**src/rtl/core/assert_macros.svh**
```systemverilog
// Assertion helper macros, empty when SYNTH is set.
`ifndef ASSERT_MACROS_SVH
`define ASSERT_MACROS_SVH
`ifndef SYNTH
`define ASSERT_IMPLIES(label, clk, rst, pre, post) \
   label: assert property (@(posedge clk) disable iff (rst) (pre) |-> (post)) \
      else $error("assertion failed");
`define ASSERT_NEXT(label, clk, rst, pre, post) \
   label: assert property (@(posedge clk) disable iff (rst) (pre) |=> (post)) \
      else $error("assertion failed");
`else
`define ASSERT_IMPLIES(label, clk, rst, pre, post)
`define ASSERT_NEXT(label, clk, rst, pre, post)
`endif
`endif

```
**src/rtl/core/swq_pkg.sv**
```systemverilog
`timescale 1ns / 1ps
// ----------------------------------------------------------------------------
// swq_pkg
// Types and constants shared by the semaphore wait queue table.
// ----------------------------------------------------------------------------
package swq_pkg;
   localparam int PoolSizeDefault = 32;
   localparam int KeyBitsDefault  = 32;
   localparam int ProcCount       = 32;
   localparam int ProcBits        = 5;

   typedef enum logic [1:0] {
      OP_BLOCK   = 2'd0,
      OP_UNBLOCK = 2'd1,
      OP_REMOVE  = 2'd2,
      OP_PEEK    = 2'd3
   } op_type;

   typedef enum logic [1:0] {
      ST_OK        = 2'd0,
      ST_NO_FREE   = 2'd1,
      ST_NOT_FOUND = 2'd2,
      ST_BLOCKED   = 2'd3
   } status_type;

   typedef struct packed {
      logic [1:0]  operation;
      logic [31:0] key;
      logic [4:0]  process_id;
   } req_type;

   typedef struct packed {
      logic [1:0] status;
      logic [4:0] result_process;
      logic       none_active;
   } rsp_type;
endpackage

```
**src/rtl/core/swq_front.sv**
```systemverilog
`timescale 1ns / 1ps
// ----------------------------------------------------------------------------
// swq_front
// Input stage and two-entry command queue feeding the execution engine.
// ----------------------------------------------------------------------------
module swq_front import swq_pkg::*; (
   input  logic    clock,
   input  logic    reset,
   input  logic    req_valid,
   output logic    req_ready,
   input  req_type req_data,
   output logic    cmd_valid,
   input  logic    cmd_take,
   output req_type cmd_data
);
   req_type    q_ff [2];
   logic [1:0] cnt_ff, cnt_in;
   logic       rd_ff, rd_in, wr_ff, wr_in;
   logic       push, pop;

   assign req_ready = (cnt_ff != 2'd2);
   assign push      = req_valid && req_ready;
   assign cmd_valid = (cnt_ff != 2'd0);
   assign pop       = cmd_valid && cmd_take;
   assign cmd_data  = q_ff[rd_ff];

   always_comb begin
      cnt_in = cnt_ff + {1'b0, push} - {1'b0, pop};
      rd_in  = rd_ff ^ pop;
      wr_in  = wr_ff ^ push;
   end

   always_ff @(posedge clock) begin
      if (reset) begin
         cnt_ff <= 2'd0;
         rd_ff  <= 1'b0;
         wr_ff  <= 1'b0;
      end else begin
         cnt_ff <= cnt_in;
         rd_ff  <= rd_in;
         wr_ff  <= wr_in;
      end
      if (push) begin
         q_ff[wr_ff] <= req_data;
      end
   end
endmodule

```
**src/rtl/core/swq_back.sv**
```systemverilog
`timescale 1ns / 1ps
// ----------------------------------------------------------------------------
// swq_back
// Execution engine: key search over the pool, then a linked-list update.
// ----------------------------------------------------------------------------
`include "assert_macros.svh"
module swq_back import swq_pkg::*; #(
   parameter int POOL_SIZE = PoolSizeDefault,
   parameter int KEY_BITS  = KeyBitsDefault
) (
   input  logic    clock,
   input  logic    reset,
   input  logic    cmd_valid,
   output logic    cmd_take,
   input  req_type cmd_data,
   output logic    rsp_valid,
   input  logic    rsp_ready,
   output rsp_type rsp_data
);
   localparam int DB = (POOL_SIZE > 1) ? $clog2(POOL_SIZE) : 1;
   localparam int KW = (KEY_BITS < 32) ? KEY_BITS : 32;

   typedef enum logic [2:0] {S_IDLE, S_SEARCH, S_READ, S_EXEC, S_UNLINK, S_OUT} state_type;

   state_type           state_ff;
   logic [KW-1:0]       key_mem [POOL_SIZE];
   logic [ProcBits-1:0] head_mem [POOL_SIZE];
   logic [ProcBits-1:0] tail_mem [POOL_SIZE];
   logic [DB-1:0]       pdesc_ff [ProcCount];
   logic [ProcBits-1:0] next_ff [ProcCount];
   logic [ProcBits-1:0] prev_ff [ProcCount];
   logic [POOL_SIZE-1:0] active_ff;
   logic [ProcCount-1:0] blocked_ff;

   logic [1:0]          op_ff;
   logic [KW-1:0]       key_ff;
   logic [ProcBits-1:0] pid_ff;
   logic                found_ff, free_ok_ff;
   logic [DB-1:0]       d_ff, free_ff;
   logic [ProcBits-1:0] h_ff, t_ff, up_ff;
   logic [1:0]          st_ff;
   logic [ProcBits-1:0] rp_ff;
   rsp_type             rsp_ff;
   logic                rsp_valid_ff;

   // Combinational key match and first-free search over the pool.
   logic          hit, fr;
   logic [DB-1:0] hit_d, fr_d;
   always_comb begin
      hit = 1'b0; hit_d = '0; fr = 1'b0; fr_d = '0;
      for (int i = POOL_SIZE - 1; i >= 0; i--) begin
         if (active_ff[i] && key_mem[i] == key_ff) begin
            hit = 1'b1; hit_d = DB'(i);
         end
         if (!active_ff[i]) begin
            fr = 1'b1; fr_d = DB'(i);
         end
      end
   end

   // Outcome of the execute step, held until the response register is free.
   logic [1:0]          exec_status;
   logic [ProcBits-1:0] exec_proc;
   logic                exec_unlink;
   always_comb begin
      exec_status = ST_OK;
      exec_proc   = '0;
      exec_unlink = 1'b0;
      unique case (op_ff)
         OP_BLOCK: begin
            if (blocked_ff[pid_ff]) begin
               exec_status = ST_BLOCKED;
            end else if (!found_ff && !free_ok_ff) begin
               exec_status = ST_NO_FREE;
            end
         end
         OP_REMOVE: begin
            if (!blocked_ff[pid_ff]) begin
               exec_status = ST_NOT_FOUND;
            end else begin
               exec_proc   = pid_ff;
               exec_unlink = 1'b1;
            end
         end
         OP_UNBLOCK, OP_PEEK: begin
            if (!found_ff) begin
               exec_status = ST_NOT_FOUND;
            end else begin
               exec_proc   = h_ff;
               exec_unlink = (op_ff == OP_UNBLOCK);
            end
         end
      endcase
   end

   logic rsp_load, exec_block;
   assign rsp_load   = (state_ff == S_OUT) && (!rsp_valid_ff || rsp_ready);
   assign exec_block = (state_ff == S_EXEC) && (op_ff == OP_BLOCK) && (exec_status == ST_OK);

   assign cmd_take  = (state_ff == S_IDLE);
   assign rsp_valid = rsp_valid_ff;
   assign rsp_data  = rsp_ff;

   logic [ProcBits-1:0] u;
   logic [DB-1:0]       ud;
   logic                uhead, utail;
   assign u     = up_ff;
   assign ud    = pdesc_ff[u];
   assign uhead = (head_mem[ud] == u);
   assign utail = (tail_mem[ud] == u);

   always_ff @(posedge clock) begin
      if (reset) begin
         state_ff     <= S_IDLE;
         active_ff    <= '0;
         blocked_ff   <= '0;
         rsp_valid_ff <= 1'b0;
      end else begin
         if (rsp_load) rsp_valid_ff <= 1'b1;
         else if (rsp_ready) rsp_valid_ff <= 1'b0;
         unique case (state_ff)
            S_IDLE: begin
               if (cmd_valid) begin
                  op_ff    <= cmd_data.operation;
                  key_ff   <= cmd_data.key[KW-1:0];
                  pid_ff   <= cmd_data.process_id;
                  state_ff <= S_SEARCH;
               end
            end
            S_SEARCH: begin
               found_ff   <= hit;
               d_ff       <= hit_d;
               free_ok_ff <= fr;
               free_ff    <= fr_d;
               state_ff   <= S_READ;
            end
            S_READ: begin
               h_ff     <= head_mem[d_ff];
               t_ff     <= tail_mem[d_ff];
               state_ff <= S_EXEC;
            end
            S_EXEC: begin
               st_ff    <= exec_status;
               rp_ff    <= exec_proc;
               up_ff    <= (op_ff == OP_REMOVE) ? pid_ff : h_ff;
               state_ff <= exec_unlink ? S_UNLINK : S_OUT;
               if (exec_block) begin
                  if (found_ff) begin
                     next_ff[t_ff]      <= pid_ff;
                     prev_ff[pid_ff]    <= t_ff;
                     tail_mem[d_ff]     <= pid_ff;
                     pdesc_ff[pid_ff]   <= d_ff;
                     blocked_ff[pid_ff] <= 1'b1;
                  end else begin
                     active_ff[free_ff] <= 1'b1;
                     key_mem[free_ff]   <= key_ff;
                     head_mem[free_ff]  <= pid_ff;
                     tail_mem[free_ff]  <= pid_ff;
                     pdesc_ff[pid_ff]   <= free_ff;
                     blocked_ff[pid_ff] <= 1'b1;
                  end
               end
            end
            S_UNLINK: begin
               if (uhead && utail) begin
                  active_ff[ud] <= 1'b0;
               end else begin
                  if (uhead) head_mem[ud] <= next_ff[u];
                  else       next_ff[prev_ff[u]] <= next_ff[u];
                  if (utail) tail_mem[ud] <= prev_ff[u];
                  else       prev_ff[next_ff[u]] <= prev_ff[u];
               end
               blocked_ff[u] <= 1'b0;
               state_ff      <= S_OUT;
            end
            S_OUT: begin
               if (rsp_load) begin
                  rsp_ff.status         <= st_ff;
                  rsp_ff.result_process <= rp_ff;
                  rsp_ff.none_active    <= (active_ff == '0);
                  state_ff              <= S_IDLE;
               end
            end
            default: state_ff <= S_IDLE;
         endcase
      end
   end

   `ASSERT_NEXT(a_out_valid, clock, reset, rsp_load, rsp_valid_ff)
   `ASSERT_IMPLIES(a_take_idle, clock, reset, cmd_take, state_ff == S_IDLE)
   `ASSERT_NEXT(a_block_ok, clock, reset, exec_block, blocked_ff[pid_ff])
   `ASSERT_NEXT(a_unlink_clears, clock, reset, state_ff == S_UNLINK, !blocked_ff[$past(up_ff)])
endmodule

```
**src/rtl/core/semaphore_wait_queue_table_unit.sv**
```systemverilog
`timescale 1ns / 1ps
// Each request passes the command queue and the engine states idle, search, read,
// execute and output; remove and unblock that find a waiting process also unlink.
// The engine takes a new command only when idle, once the last response is loaded.
// A two-entry command queue takes requests while the engine works.
// Reset (synchronous, active high) frees all descriptors and unblocks all processes.
// ----------------------------------------------------------------------------
// semaphore_wait_queue_table_unit
// Active semaphore list: a pool of keyed descriptors holding FIFOs of
// blocked processes, with block, unblock, remove and peek operations.
// ----------------------------------------------------------------------------
module semaphore_wait_queue_table_unit import swq_pkg::*; #(
   parameter int POOL_SIZE = PoolSizeDefault,
   parameter int KEY_BITS  = KeyBitsDefault
) (
   input  logic    clock,
   input  logic    reset,
   input  logic    req_valid,
   output logic    req_ready,
   input  req_type req_data,
   output logic    rsp_valid,
   input  logic    rsp_ready,
   output rsp_type rsp_data
);
   logic    cmd_valid, cmd_take;
   req_type cmd_data;

   // The front queue decouples request beats from the engine.
   swq_front u_front (
      .clock, .reset, .req_valid, .req_ready, .req_data,
      .cmd_valid, .cmd_take, .cmd_data
   );

   // The engine runs one command at a time and holds the response register.
   swq_back #(.POOL_SIZE(POOL_SIZE), .KEY_BITS(KEY_BITS)) u_back (
      .clock, .reset, .cmd_valid, .cmd_take, .cmd_data,
      .rsp_valid, .rsp_ready, .rsp_data
   );
endmodule

```
**config.mk**
```make
export PLATFORM = sky130hd
export DESIGN_NAME = semaphore_wait_queue_table_unit
export DESIGN_NICKNAME = d
export VERILOG_FILES = /design/src/rtl/core/swq_pkg.sv /design/src/rtl/core/swq_front.sv /design/src/rtl/core/swq_back.sv /design/src/rtl/core/semaphore_wait_queue_table_unit.sv
export VERILOG_INCLUDE_DIRS = /design/src /design/src/rtl/core
export SDC_FILE = /design/constraint.sdc
export NUM_CORES = 2
export LEC_CHECK = 0
export CAP_MARGIN = 15
export CORE_MARGIN = 1
export CORE_UTILIZATION = 55
export DETAILED_ROUTE_END_ITERATION = 8
export DONT_BUFFER_PORTS = 1
export PLACE_DENSITY = 0.79
export SETUP_SLACK_MARGIN = 0.05
export SLEW_MARGIN = 40
export SYNTH_ARGS = -nofsm -noshare
export SYNTH_HDL_FRONTEND = slang
export SYNTH_HIERARCHICAL = 1
export SYNTH_SLANG_ARGS = --single-unit
```
**constraint.sdc**
```tcl
create_clock -name clock -period 6.3 [get_ports clock]
set_input_delay 0.63 -clock clock [delete_from_list [all_inputs] [get_ports clock]]
set_output_delay 0.63 -clock clock [all_outputs]
set_load 0.05 [all_outputs]
```
======== Word level (Yosys, flattened, before mapping) ========
Memory sizes are Yosys's and may differ from the RTL's. A register that Yosys moved wholly into a read port is not among the register bits.
Cells that the tools add are included.
operators by class
  $add $sub $neg .......................... 2
  order comparisons ....................... 8
  equal/unequal tests ..................... 48
  muxes and demuxes ....................... 149
  bitwise gates (word level) .............. 10
  reductions and logical operators ........ 78
operator list
  cell                                                                   number
  32-bit == test                                                         32
  5-bit two-way mux                                                      49
  32-bit two-way mux                                                     4
  32-bit case mux with 2 select lines                                    2
  32-bit AND                                                             2
  4-bit two-way mux                                                      16
  32-bit NOT                                                             2
  32-bit bitwise OR                                                      2
  1-bit two-way mux                                                      52
  1-bit logical AND                                                      43
  32-bit zero test                                                       1
  31-bit AND reduction                                                   1
  31-bit OR reduction                                                    1
  3-bit two-way mux                                                      10
  5-bit OR reduction                                                     5
  5-bit by 6-bit < comparator with 1-bit output, second input constant   4
  1-bit demux with 5-bit select                                          4
  5-bit by 1-bit >= comparator with 1-bit output, second input constant  4
  3-bit case mux with 6 select lines                                     1
  16-bit AND reduction                                                   1
  16-bit OR reduction                                                    1
  2-bit two-way mux                                                      7
  2-bit AND reduction                                                    6
  5-bit == test                                                          2
  other kinds (27)                                                       43
storage, ports and cells
  flip-flop bits (word level) ............. 104
  RAM bits ................................ 1902
  input port bits ......................... 43
  output and inout bits ................... 10
  logic and storage cells ................. 327
  memories kept ........................... 7
memories
  name             words  bits a word  read ports  clocked after Yosys merged registers in  wr ports  line            source
  u_back.key_mem   32     32           32          0                                        1         swq_back.sv:26  logic [KW-1:0] key_mem [POOL_SIZE];
  u_back.head_mem  32     5            2           1                                        1         swq_back.sv:27  logic [ProcBits-1:0] head_mem [POOL_SIZE];
  u_back.next_ff   32     5            1           1                                        1         swq_back.sv:30  logic [ProcBits-1:0] next_ff [ProcCount];
  u_back.pdesc_ff  32     5            1           1                                        1         swq_back.sv:29  logic [DB-1:0] pdesc_ff [ProcCount];
  u_back.prev_ff   32     5            1           1                                        1         swq_back.sv:31  logic [ProcBits-1:0] prev_ff [ProcCount];
  u_back.tail_mem  32     5            2           1                                        1         swq_back.sv:28  logic [ProcBits-1:0] tail_mem [POOL_SIZE];
  +1 memories      -      -            -           -                                        -         -

======== Longest topological paths before layout ========
An unclocked memory read counts as a cell.
  word-level depth ........................ 34
  depth in mapped cells ................... 23
  depth with buffers taken out ............ 13

======== Cells and area by module ========
The synthesis kept the hierarchy.
by module, submodules not included
  module     times used  cells an instance  area an instance (µm²)  sequential area each (µm²)
  swq_back   1           5357               85189.2                 58666.3
  swq_front  1           148                3035.4                  2422.3

======== Least setup slack after synthesis ========
Ideal clock, no wire load.
  path kind ............................... register -> register
  start ................................... register with a tool-made name
  end ..................................... memory u_back.head_mem[0][0] (data pin)
  setup time .............................. 377 ps
  arrival time ............................ 5042 ps
  data required time ...................... 5923 ps
  slack ................................... 882 ps
  stages on the path, launching flop included .. 17
  path buffers ............................ 6
  clock period less this slack ............ 5418 ps
  path through ............................ dfxtp_1 buf_4 buf_6 buf_6 mux4_2 mux2_2 mux4_2 buf_2 a221o_1 a222oi_1 nand3_1 a211oi_1 a31oi_1 and2_1 buf_2 buf_2 a21oi_1
RTL lines
  what           line
  end, declared  swq_back.sv:27

==> flow_metrics.py <==
metrics = {
    "outcome": {
        "status": "completed",
    },
    "setup_path": {
        "cp_max_fo": 30,
        "critPathCaptureType": "register",
        "crit_type": "register to register",
        "cp-start-kind": "register",
        "crit_arrival_ns": 6.46,
        "cp.required_ns": 6.72,
    },
    "synth": {
        "synth_edf_count": 1983,
        "synth_seq_cells": 2060,
        "async_reset_ff_share_pct": 0,
        "syn_inst": 5505,
        "yosys-top-cells-area": "edfxtp_1, xnor2_1, mux4_2",
        "yosys.cell_types.count": 87,
        "synth_seq_area_share_pct": 69.2,
        "yosysTopAreaCell": "edfxtp_1",
        "syn_nets": 5550,
        "avgSynthCellArea_sq_um": 16.0,
        "yosys_warnings": 6,
        "synth_flop_cell": "edfxtp_1",
        "syn_area_sq_um": 88200,
        "synth_top_area_share_pct": 67.5,
    },
    "clock_network": {
        "cts_tree": "built",
        "htreeDepth": 4,
        "clk_pin_slew_worst_paths_ns": 0.06,
        "cts_made_buffers": 200,
        "clock_latency_ns": 0.84,
        "cts_root_buf": "clkbuf_16",
        "clock_path_buffers": 3,
        "clock-sinks": 2060,
    },
    "final_layout": {
        "multi_input_area_sq_um": 26000,
        "final_cell_mix": "edfxtp_1, xnor2_1, nand4_1, mux4_2, nand2_1",
        "ff_latch_area_sq_um": 61100,
        "layout_commonest_cell": "edfxtp_1",
        "area_delta_synth_final_pct": 12.4,
        "n_antenna_cell": 0,
        "fillCellCount": 10900,
        "drive_gt1_share_pct": 16.7,
        "finish.instance_area_sq_um": 99200,
        "nNetsFinal": 5723,
    },
    "place": {
        "io_buffer_count": 0,
        "dp_hpwl_microns": 152000,
        "gp_congestion": 1.05,
        "dpl-instance-area_sq_um": 92100,
    },
    "route": {
        "drc": 0,
        "ant_nets": 0,
        "drt_wl_total_microns": 238000,
        "drt_pass1_iterations": 7,
        "drt_iter0_drc": 7219,
        "wire_per_inst_microns": 30.1,
        "vias": 51900,
        "vias_per_cell": 6.56,
    },
    "floorplanning": {
        "die_h_microns": 403,
        "initial_core_util_pct": 55.6,
        "fp.dieW_microns": 403,
        "rows": 146,
        "core_sq_um": 159000,
        "io_pins": 53,
        "die_area_sq_um": 162000,
    },
    "timing": {
        "fmax_ghz": 0.166,
        "rsz0062_at_grt": "no",
        "hold_violations": 0,
        "timing_worst_slew_pin_value_ns": 0.944,
        "clock_skew_ns": 0.0659,
        "relSlewSlack_pct": 36.6,
        "setup_viol": 0,
        "period_minus_slack_ns": 6.04,
        "fin_tns_setup_ns": 0,
        "post-route-period-util_pct": 95.8,
        "slew_violations": 0,
    },
    "power": {
        "ir_drop_mv": 0.355,
        "total_power_mw": 34.1,
        "power_density_nw_per_um2": 344,
        "leakage_nw": 30.9,
    },
    "run": {
        "drv_cap": 0,
    },
    "global_route": {
        "grt_pass1_wl_microns": 346000,
        "track_usage_pct": 29.2,
        "grt_max_degree": 86,
        "grt_pass1_vias": 51100,
        "antenna_found_initial": 5,
        "grt_overflow": 0,
    },
    "hold_path": {
        "hold_class": "primary input to register",
    },
}
worst paths after layout:
kind                           end             from  depth (start not counted)  slack, ns
max          u_back/tail_mem[6][3]         register                         13       0.26
max reg2reg  u_back/tail_mem[6][3]         register                         13       0.26
min reg2reg     u_back/rsp_data[6]  u_back/st_ff[0]                          0       0.46
min                 u_back/h_ff[0]            reset                          1       0.06
worst max-delay path: stages, from the launching register on:
cell and delay (ns):
dfxtp_4 0.55, nor2b_1 0.60, a22oi_1 0.23, a21oi_1 0.60, or4_1 0.45, nor2_1 0.10
buf_4 0.18, a221o_1 0.32, a222oi_1 0.47, nand3_1 0.14, a211oi_1 0.50, nand3_4 0.27
nand2b_4 0.41, o32ai_1 0.77
cell type report:
cell class / count / area share (%)
Multi-Input combinational cell: 3099 / 26.2
Tap cell: 2072 / 2.61
Inverter: 26 / 0.0984
Clock buffer: 252 / 5.40
Sequential cell: 2060 / 61.6
Clock inverter: 115 / 1.32
Timing Repair Buffer: 291 / 2.74
layer usage:
| metal | share of wire [%] | global-route usage [%] |
|---|---|---|
| met2 | 48 | 47.2 |
| met5 | 0.021 | 0 |
| met4 | 4.7 | 12.6 |
| met3 | 9.8 | 5.27 |
| met1 | 38 | 39.1 |
registers in the layout, indices dropped and copies added (netlist names), 8 cells and up, named ones only:
signal / flops
u_front/q_ff: 78
u_back/active_ff: 32
u_back/next_ff: 160
u_back/head_mem: 160
u_back/blocked_ff: 32
u_back/rsp_data: 8
u_back/pdesc_ff: 160
u_back/key_mem: 1024
u_back/prev_ff: 160
u_back/key_ff: 32
u_back/tail_mem: 160
stage by stage:
step,setup WS [ns],utilization (%),instances,hold slack [ns]
global route,0.0588,62.5,7915,0.0351
floorplan,0.882,-,5505,0.400
CTS,0.364,62.5,7914,0.0319
global placement,0.600,57.9,7496,0.450
finish,0.264,62.5,7915,0.0635
detailed placement,0.395,58.0,7507,0.440
what timing repair did:
| item | CTS | global route |
|---|---|---|
| buffers inserted | 0 | 0 |
| endpoints found under the setup margin | 0 | 53 |
| hold buffers | 40 | 0 |
| gates resized for setup | 0 | 3 |
| endpoints found under the hold margin | 118 | 0 |
cell families after synthesis:
kind of cell | after synthesis | share of synthesized area (%)
DFF | 2060 | 69.2
and+or+nand+nor | 1150 | 6.83
xor gates and xnor gates | 1028 | 10.2
AOI/OAI and AO/OA | 462 | 3.56
muxes | 457 | 8.52
buffers and inverters | 346 | 1.61
adders and majority gates | 2 | 0.0284
cell usage after synthesis, types with 14 or more instances:
library cell	n
a31oi_1	21
inv_1	25
nor2b_1	18
nor2_1	230
mux2_2	80
edfxtp_1	1983
nand4_1	236
clkbuf_1	201
nand2b_1	14
buf_1	69
dfxtp_1	77
or4_1	24
mux4_2	226
xor2_1	203
nor4_1	121
nand2_1	224
nor3_1	25
mux2i_1	139
o21ai_0	100
and3_1	28
o32ai_1	32
a21oi_1	134
a22o_1	14
nand3_1	152
buf_2	37
xnor2_1	825
a31o_1	29
a22oi_1	33
power breakdown:
part	leakage, nW	switching [mW]	internal (mW)	total [mW]
registers	18.5	0.300	15.8	16.1
clock network	3.24	5.19	6.91	12.1
logic	9.17	3.88	2.06	5.94
(Power assumes the default switching activity.)
